`config.mk`:
```
export PLATFORM = sky130hd
export DESIGN_NAME = ubx_frame_parser_top
export DESIGN_NICKNAME = d
export VERILOG_FILES = /design/src/rtl/ubx_pkg.sv /design/src/rtl/ubx_frame_parser_top.sv /design/src/rtl/ubx_parse_core.sv
export VERILOG_INCLUDE_DIRS = /design/src /design/src/rtl
export SDC_FILE = /design/constraint.sdc
export NUM_CORES = 1
export LEC_CHECK = 0
export BUFFER_PORTS_ARGS = -buffer_cell sky130_fd_sc_hd__buf_4
export CAP_MARGIN = 30
export CORE_MARGIN = 10
export CORE_UTILIZATION = 59
export DETAILED_ROUTE_END_ITERATION = 6
export PLACE_DENSITY = 0.8
export SYNTH_ARGS = -nofsm -noshare
export SYNTH_HDL_FRONTEND = slang
export SYNTH_SLANG_ARGS = --single-unit
```
`constraint.sdc`:
```
create_clock -name clock -period 4.3 [get_ports clock]
set_clock_uncertainty 0.2 [all_clocks]
set_input_delay 0.43 -clock clock [delete_from_list [all_inputs] [get_ports clock]]
set_output_delay 0.43 -clock clock [all_outputs]
set_load 0.01 [all_outputs]
```
`src/rtl/assert_macros.svh`:
```
// Assertion macros shared by the frame parser RTL.
// Depends on nothing; included inside module bodies that have clock and reset ports.
`ifndef ASSERT_MACROS_SVH
`define ASSERT_MACROS_SVH

// Same-cycle implication, disabled while reset is high.
`define ASSERT_IMPLIES(label, ante, cons, msg) \
   label: assert property (@(posedge clock) disable iff (reset) (ante) |-> (cons)) \
      else $error(msg);

// Next-cycle implication, disabled while reset is high.
`define ASSERT_NEXT(label, ante, cons, msg) \
   label: assert property (@(posedge clock) disable iff (reset) (ante) |=> (cons)) \
      else $error(msg);

`endif

```
`src/rtl/ubx_pkg.sv`:
```
// Shared types and constants for the frame parser.
// Depends on nothing; imported by ubx_parse_core and ubx_frame_parser_top.
`default_nettype none

package ubx_pkg;

   // Sync pair that opens every frame.
   localparam logic [7:0] SYNC_FIRST  = 8'hB5;
   localparam logic [7:0] SYNC_SECOND = 8'h62;

   // Parser phases. Codes that are not listed behave as hunting.
   typedef enum logic [3:0] {
      PH_HUNT    = 4'd0,
      PH_SYNC1   = 4'd1,
      PH_CLASS   = 4'd2,
      PH_MSGID   = 4'd3,
      PH_LENLO   = 4'd4,
      PH_PAYLOAD = 4'd5,
      PH_CKA     = 4'd6,
      PH_CKB     = 4'd7,
      PH_LENHI   = 4'd8
   } phase_type;

   // Per-byte frame status.
   typedef enum logic [1:0] {
      ST_INCOMPLETE = 2'd0,
      ST_GOOD       = 2'd1,
      ST_BAD        = 2'd2
   } status_type;

   // One result of the parser.
   typedef struct packed {
      status_type  frame_status;
      logic [7:0]  msg_class;
      logic [7:0]  message_id;
      logic [15:0] payload_length;
      logic        payload_valid;
      logic [7:0]  payload_byte;
      logic [15:0] payload_index;
   } result_type;

endpackage

`default_nettype wire

```
`src/rtl/ubx_frame_parser_top.sv`:
```
// Bytes wait in the input register; each result is loaded into the result register.
// Throughput: one byte per cycle unless rsp_stall holds; the input and result registers
// each take a new transfer as the next stage moves on, so stalls cost no extra bubbles.
// Each byte is handled by the phase state machine and checksum adders.
// Reset (synchronous, active high) empties both registers and returns to hunting for sync.
`default_nettype none

module ubx_frame_parser_top (
   input  wire logic        clock,
   input  wire logic        reset,
   input  wire logic        req_valid,
   output      logic        req_stall,
   input  wire logic [7:0]  req_rx_byte,
   output      logic        rsp_valid,
   input  wire logic        rsp_stall,
   output      logic [1:0]  rsp_frame_status,
   output      logic [7:0]  rsp_msg_class,
   output      logic [7:0]  rsp_message_id,
   output      logic [15:0] rsp_payload_length,
   output      logic        rsp_payload_valid,
   output      logic [7:0]  rsp_payload_byte,
   output      logic [15:0] rsp_payload_index
);
   import ubx_pkg::*;

   `include "assert_macros.svh"

   logic       in_valid_ff, in_valid_in;
   logic [7:0] in_byte_ff;
   logic       rsp_valid_ff, rsp_valid_in;
   result_type rsp_ff;
   result_type step_result;
   logic       advance;
   logic       req_take;

   // The input byte moves on when the result register is empty or being drained.
   assign advance   = in_valid_ff && (!rsp_valid_ff || !rsp_stall);
   assign req_stall = in_valid_ff && !advance;
   assign req_take  = req_valid && !req_stall;

   ubx_parse_core u_core (
      .clock   (clock),
      .reset   (reset),
      .step_en (advance),
      .rx_byte (in_byte_ff),
      .result  (step_result)
   );

   // Occupancy of the input and result registers.
   always_comb begin
      if (req_take) begin
         in_valid_in = 1'b1;
      end else if (advance) begin
         in_valid_in = 1'b0;
      end else begin
         in_valid_in = in_valid_ff;
      end
      if (advance) begin
         rsp_valid_in = 1'b1;
      end else if (!rsp_stall) begin
         rsp_valid_in = 1'b0;
      end else begin
         rsp_valid_in = rsp_valid_ff;
      end
   end

   always_ff @(posedge clock) begin
      if (reset) begin
         in_valid_ff  <= 1'b0;
         rsp_valid_ff <= 1'b0;
      end else begin
         in_valid_ff  <= in_valid_in;
         rsp_valid_ff <= rsp_valid_in;
      end
   end

   // Payload registers load on each transfer.
   always_ff @(posedge clock) begin
      if (req_take) begin
         in_byte_ff <= req_rx_byte;
      end
      if (advance) begin
         rsp_ff <= step_result;
      end
   end

   assign rsp_valid          = rsp_valid_ff;
   assign rsp_frame_status   = rsp_ff.frame_status;
   assign rsp_msg_class      = rsp_ff.msg_class;
   assign rsp_message_id     = rsp_ff.message_id;
   assign rsp_payload_length = rsp_ff.payload_length;
   assign rsp_payload_valid  = rsp_ff.payload_valid;
   assign rsp_payload_byte   = rsp_ff.payload_byte;
   assign rsp_payload_index  = rsp_ff.payload_index;

   // The input side is held off only while a byte waits in the input register.
   `ASSERT_IMPLIES(a_stall_full, req_stall, in_valid_ff, "input stalled while empty")
   // A processed byte always leaves a result behind.
   `ASSERT_NEXT(a_advance_result, advance, rsp_valid_ff, "processed byte lost its result")
   // A stalled result stays offered and unchanged.
   `ASSERT_NEXT(a_rsp_hold, rsp_valid_ff && rsp_stall, rsp_valid_ff && $stable(rsp_ff), "stalled result changed")

endmodule

`default_nettype wire

```
`src/rtl/ubx_parse_core.sv`:
```
// Frame parser state machine, frame registers and running Fletcher checksum.
// Depends on ubx_pkg and assert_macros.svh.
`default_nettype none

module ubx_parse_core (
   input  wire logic               clock,
   input  wire logic               reset,
   input  wire logic               step_en,
   input  wire logic [7:0]         rx_byte,
   output ubx_pkg::result_type     result
);
   import ubx_pkg::*;

   `include "assert_macros.svh"

   phase_type   phase_ff, phase_in;
   logic [7:0]  class_ff, class_in;
   logic [7:0]  msg_ff, msg_in;
   logic [15:0] length_ff, length_in;
   logic [15:0] index_ff, index_in;
   logic [7:0]  sum_a_ff, sum_a_in;
   logic [7:0]  sum_b_ff, sum_b_in;
   logic [7:0]  check_ff, check_in;
   logic [7:0]  add_a;
   logic [7:0]  add_b;
   logic [15:0] index_inc;
   logic        pay_out;
   logic        sts_out;

   // Fletcher step over the current byte and the incremented payload index.
   assign add_a     = sum_a_ff + rx_byte;
   assign add_b     = sum_b_ff + add_a;
   assign index_inc = index_ff + 16'd1;

   // Next phase.
   always_comb begin
      unique case (phase_ff)
         PH_SYNC1:   phase_in = (rx_byte == SYNC_SECOND) ? PH_CLASS : PH_HUNT;
         PH_CLASS:   phase_in = PH_MSGID;
         PH_MSGID:   phase_in = PH_LENLO;
         PH_LENLO:   phase_in = PH_LENHI;
         PH_LENHI:   phase_in = ({rx_byte, length_ff[7:0]} == 16'd0) ? PH_CKA : PH_PAYLOAD;
         PH_PAYLOAD: phase_in = (index_inc == length_ff) ? PH_CKA : PH_PAYLOAD;
         PH_CKA:     phase_in = PH_CKB;
         PH_CKB:     phase_in = PH_HUNT;
         default:    phase_in = (rx_byte == SYNC_FIRST) ? PH_SYNC1 : PH_HUNT;
      endcase
   end

   // Frame fields, checksum and the result for this byte.
   always_comb begin
      class_in  = class_ff;
      msg_in    = msg_ff;
      length_in = length_ff;
      index_in  = index_ff;
      sum_a_in  = sum_a_ff;
      sum_b_in  = sum_b_ff;
      check_in  = check_ff;
      result    = '0;
      unique case (phase_ff)
         PH_SYNC1: begin
         end
         PH_CLASS: begin
            class_in = rx_byte;
            sum_a_in = rx_byte;
            sum_b_in = rx_byte;
         end
         PH_MSGID: begin
            msg_in   = rx_byte;
            sum_a_in = add_a;
            sum_b_in = add_b;
         end
         PH_LENLO: begin
            length_in = {8'd0, rx_byte};
            sum_a_in  = add_a;
            sum_b_in  = add_b;
         end
         PH_LENHI: begin
            length_in = {rx_byte, length_ff[7:0]};
            sum_a_in  = add_a;
            sum_b_in  = add_b;
            index_in  = 16'd0;
         end
         PH_PAYLOAD: begin
            result.payload_valid = 1'b1;
            result.payload_byte  = rx_byte;
            result.payload_index = index_ff;
            sum_a_in = add_a;
            sum_b_in = add_b;
            index_in = index_inc;
         end
         PH_CKA: begin
            check_in = rx_byte;
         end
         PH_CKB: begin
            result.frame_status = (sum_a_ff == check_ff && sum_b_ff == rx_byte) ?
                                  ST_GOOD : ST_BAD;
         end
         default: begin
            if (rx_byte == SYNC_FIRST) begin
               length_in = 16'd0;
            end
         end
      endcase
      result.msg_class      = class_in;
      result.message_id     = msg_in;
      result.payload_length = length_in;
   end

   // State registers advance once per processed byte.
   always_ff @(posedge clock) begin
      if (reset) begin
         phase_ff  <= PH_HUNT;
         class_ff  <= '0;
         msg_ff    <= '0;
         length_ff <= '0;
         index_ff  <= '0;
         sum_a_ff  <= '0;
         sum_b_ff  <= '0;
         check_ff  <= '0;
      end else if (step_en) begin
         phase_ff  <= phase_in;
         class_ff  <= class_in;
         msg_ff    <= msg_in;
         length_ff <= length_in;
         index_ff  <= index_in;
         sum_a_ff  <= sum_a_in;
         sum_b_ff  <= sum_b_in;
         check_ff  <= check_in;
      end
   end

   // Processed bytes that carry a payload byte or a final status.
   assign pay_out = step_en && result.payload_valid;
   assign sts_out = step_en && (result.frame_status != ST_INCOMPLETE);

   // Payload bytes come only from the payload phase.
   `ASSERT_IMPLIES(a_pvalid_phase, pay_out, phase_ff == PH_PAYLOAD, "payload outside its phase")
   // A final status is given only on the second check byte.
   `ASSERT_IMPLIES(a_status_phase, sts_out, phase_ff == PH_CKB, "status outside check phase")
   // In the payload phase the index stays below the declared length.
   `ASSERT_IMPLIES(a_index_bound, phase_ff == PH_PAYLOAD, index_ff < length_ff, "index reached length")

endmodule

`default_nettype wire

```
==> impl_metrics.py <==
metrics = {
    "worst_hold_path": {
        "hp-class": "in2reg",
    },
    "logic_synthesis": {
        "yosys.area_share.simple": 0.170,
        "synthFlopType": "dfxtp_1",
        "async_flop_share": 0,
        "synth.top_cells.by_area": "edfxtp_1, dfxtp_1, a21oi_1",
        "ys_types": 67,
        "synth_edf_count": 67,
        "synth-compound-area-share": 0.165,
        "synth_xor_area_frac": 0.0548,
        "avgSynthCellArea_sq_um": 9.96,
        "synth_warnings": 0,
        "syn-num-nets": 750,
        "synth_top_area_cell": "edfxtp_1",
        "netlist_area_sq_mm": 0.00717,
        "syn_inst": 720,
        "synth_mux_area_frac": 0.0435,
        "synth_seq_cells": 145,
        "synthAdderAreaFrac": 0.0335,
        "synth_seq_area_share": 0.498,
        "synth_top_area_share": 0.281,
        "synth_top_family_by_area": "simple AND/OR/NAND/NOR gates",
    },
    "global_routing": {
        "grt_pass1_wl_um": 29500,
        "antenna_found_initial": 0,
        "grt_pass1_vias": 5513,
        "grt_max_degree": 70,
        "track_usage": 0.223,
        "grt_overflow": 0,
    },
    "final_layout": {
        "area_growth_pct": 18.9,
        "drive_above_1_share": 0.183,
        "antenna_cells": 0,
        "fin_nets": 810,
        "mostFrequentLayoutCell": "buf_4",
        "final_cell_area_sq_mm": 0.00852,
        "most-common-layout-cells": "buf_4, dfxtp_1, nor2_1, edfxtp_1, nand2_1",
    },
    "critical_path": {
        "cp-end-kind": "flip-flop",
        "startpoint": "in_byte_ff[0]",
        "arrival_ps": 3920,
        "crit_fanout": 13,
        "critPathMaxStageDelay_ps": 590,
        "rr_startpoint": "in_byte_ff[0]",
        "crit_cells": 13,
        "crit_top_cell": "ha_1",
        "reg2reg_depth": 13,
        "crit_family": "adder cells",
        "r2r-end": "u_core.sum_b_ff[7]",
        "crit_path_end": "u_core.sum_b_ff[7]",
        "crit_buf_inv": 2,
        "reg2reg_slack_ps": 540,
        "required_ps": 4450,
        "crit_chain": "ha_1 -> fa_1 -> a21o_1 -> a21oi_1 -> xnor2_1 -> ha_1 -> inv_1 -> nor2_1 -> a2111oi_0 -> buf_4 -> nor4_1 -> mux2_2 -> nor3_1",
        "crit_path_start_kind": "flip-flop",
        "path_class": "reg2reg",
        "worst_path_max_delay_cell": "edfxtp_1",
    },
    "sta": {
        "fin_crit_sh": 0.876,
        "slew_violations": 0,
        "slew_headroom": 0.399,
        "layout_setup_ws_ps": 535,
        "rsz0062_at_grt": "false",
        "post-route-min-period_ps": 3760,
        "hold_violations": 0,
        "setup_viol": 0,
        "tns_ps": 0,
        "tightest_slew_ps": 896,
        "clock.fmax_mhz": 266,
    },
    "placement": {
        "routabilityCongestion": 0.923,
        "dpl-instance-area_sq_mm": 0.00777,
        "hpwl_um": 12000,
        "place_ws_ps": 602,
        "portBuffers": 72,
    },
    "floorplanning": {
        "io_pins": 73,
        "start_util": 0.599,
        "row_count": 40,
        "core-area_sq_mm": 0.0120,
        "design.die.area_sq_mm": 0.0170,
        "die_height_um": 130,
        "die_w_um": 130,
    },
    "drt": {
        "wl_um": 18400,
        "wl_per_cell_um": 19.6,
        "vias": 5840,
        "drc": 0,
        "vias_per_cell": 6.21,
        "drtIter0Drc": 618,
        "antenna_left": 0,
        "drtPass1Iterations": 5,
    },
    "clock_network": {
        "clk_latency_ps": 430,
        "cts_max_level": 4,
        "cts_setup_buffers": 0,
        "cts_tree": "yes",
        "cts.sinks": 145,
        "cts-buffers-inserted": 17,
        "cts_buffer_depth": 2,
        "clk_pin_slew_ps": 60,
        "cts_root_buf": "clkbuf_16",
        "ctsResizeCount": 0,
    },
    "pwr": {
        "p_leak_uw": 0.00334,
        "power.density_mw_per_mm2": 402,
        "irDropWorstVdd_mv": 0.351,
    },
    "run_status": {
        "status": "completed",
    },
    "run": {
        "drv_cap": 0,
    },
}
==> worst min-delay path by stage <==
stage | startpoint | to | slack (ps) | cells after the start
global route | req_valid | in_valid_ff | 50 | 2
CTS | req_valid | in_valid_ff | 20 | 2
floorplan | u_core.class_ff[0] | u_core.class_ff[0] | 230 | 2
detailed placement | u_core.class_ff[1] | u_core.class_ff[1] | 250 | 2
finish | req_valid | in_valid_ff | 50 | 2
global placement | u_core.msg_ff[3] | u_core.msg_ff[3] | 240 | 2
==> logic make-up after synthesis <==
kind of cell               Yosys count
muxes                               29
xor gates and xnor gates            44
buffers and inverters               61
adders and majority gates           18
AOI/OAI and AO/OA                  178
and+or+nand+nor                    245
DFF                                145
==> state kept, by name, indices dropped and copies added, names as in the netlist, 16 cells and up <==
signal / flops
rsp_payload_index: 16
u_core.length_ff: 16
rsp_payload_length: 16
u_core.index_ff: 16
==> final cells by class <==
class                      count  area, sq um
clock buffer                  20          447
clock inverter                12          229
fill                         835         3440
inverter                      10         37.5
multi-input combinational    514         3340
sequential                   145         3570
tap                          147          184
timing repair buffer          92          711
==> metrics by stage <==
stage	hold WS, ps	instances	utilization	total power [uW]
6_report	46.2	940	0.713	3430
5_1_grt	54.6	940	0.713	3540
4_1_cts	23.3	940	0.713	3440
3_5_place_dp	249	900	0.649	1770
3_3_place_gp	239	900	0.649	1760
2_1_floorplan	234	720	-	1670
==> cell usage after synthesis (2+ instances only) <==
cell type and number:
ha_1 16, and3_1 3, o211ai_1 5, a31oi_1 7
a22o_1 16, or4_1 5, a22oi_1 19, o31a_1 3
and4_1 5, a311oi_1 7, a211oi_1 3, o31ai_1 2
o41ai_1 2, xnor2_1 20, and2_1 26, clkbuf_1 41
nand3_2 2, xor2_1 23, or3_1 2, o2111ai_1 3
buf_4 4, a211o_1 5, dfxtp_1 78, inv_1 9
a21oi_1 58, a21o_1 10, o21a_1 3, nor4_1 9
nand4_1 5, mux2_2 17, nand3_1 6, nand3b_1 3
or2_2 3, o21ai_0 24, nor3_1 21, nor2_1 72
nand2_1 63, nor2b_1 4, nor3b_1 4, nand2b_1 4
buf_1 4, fa_1 2, edfxtp_1 67, mux2i_1 12
==> routing by layer <==
metal,wire length (um),track usage,part of all wire,vias to the layer above
met1,8290,0.305,0.45,2799
met2,8220,0.332,0.45,256
met5,0,0,0,-
met4,346,0.0886,0.019,0
met3,1540,0.0548,0.084,34
li1,-,-,-,2751
==> timing repair <==
item	CTS	global route
hold buffers	8	0
endpoints found under the setup margin	0	0
endpoints found under the hold margin	8	0
==> report_power, final <==
| group | internal [uW] | switching (uW) | total [uW] |
|---|---|---|---|
| clock | 1110 | 576 | 1690 |
| combinational | 96.5 | 133 | 229 |
| sequential | 1480 | 34.2 | 1520 |
| total | 2690 | 743 | 3430 |
Power figures use the tool's default switching activity.
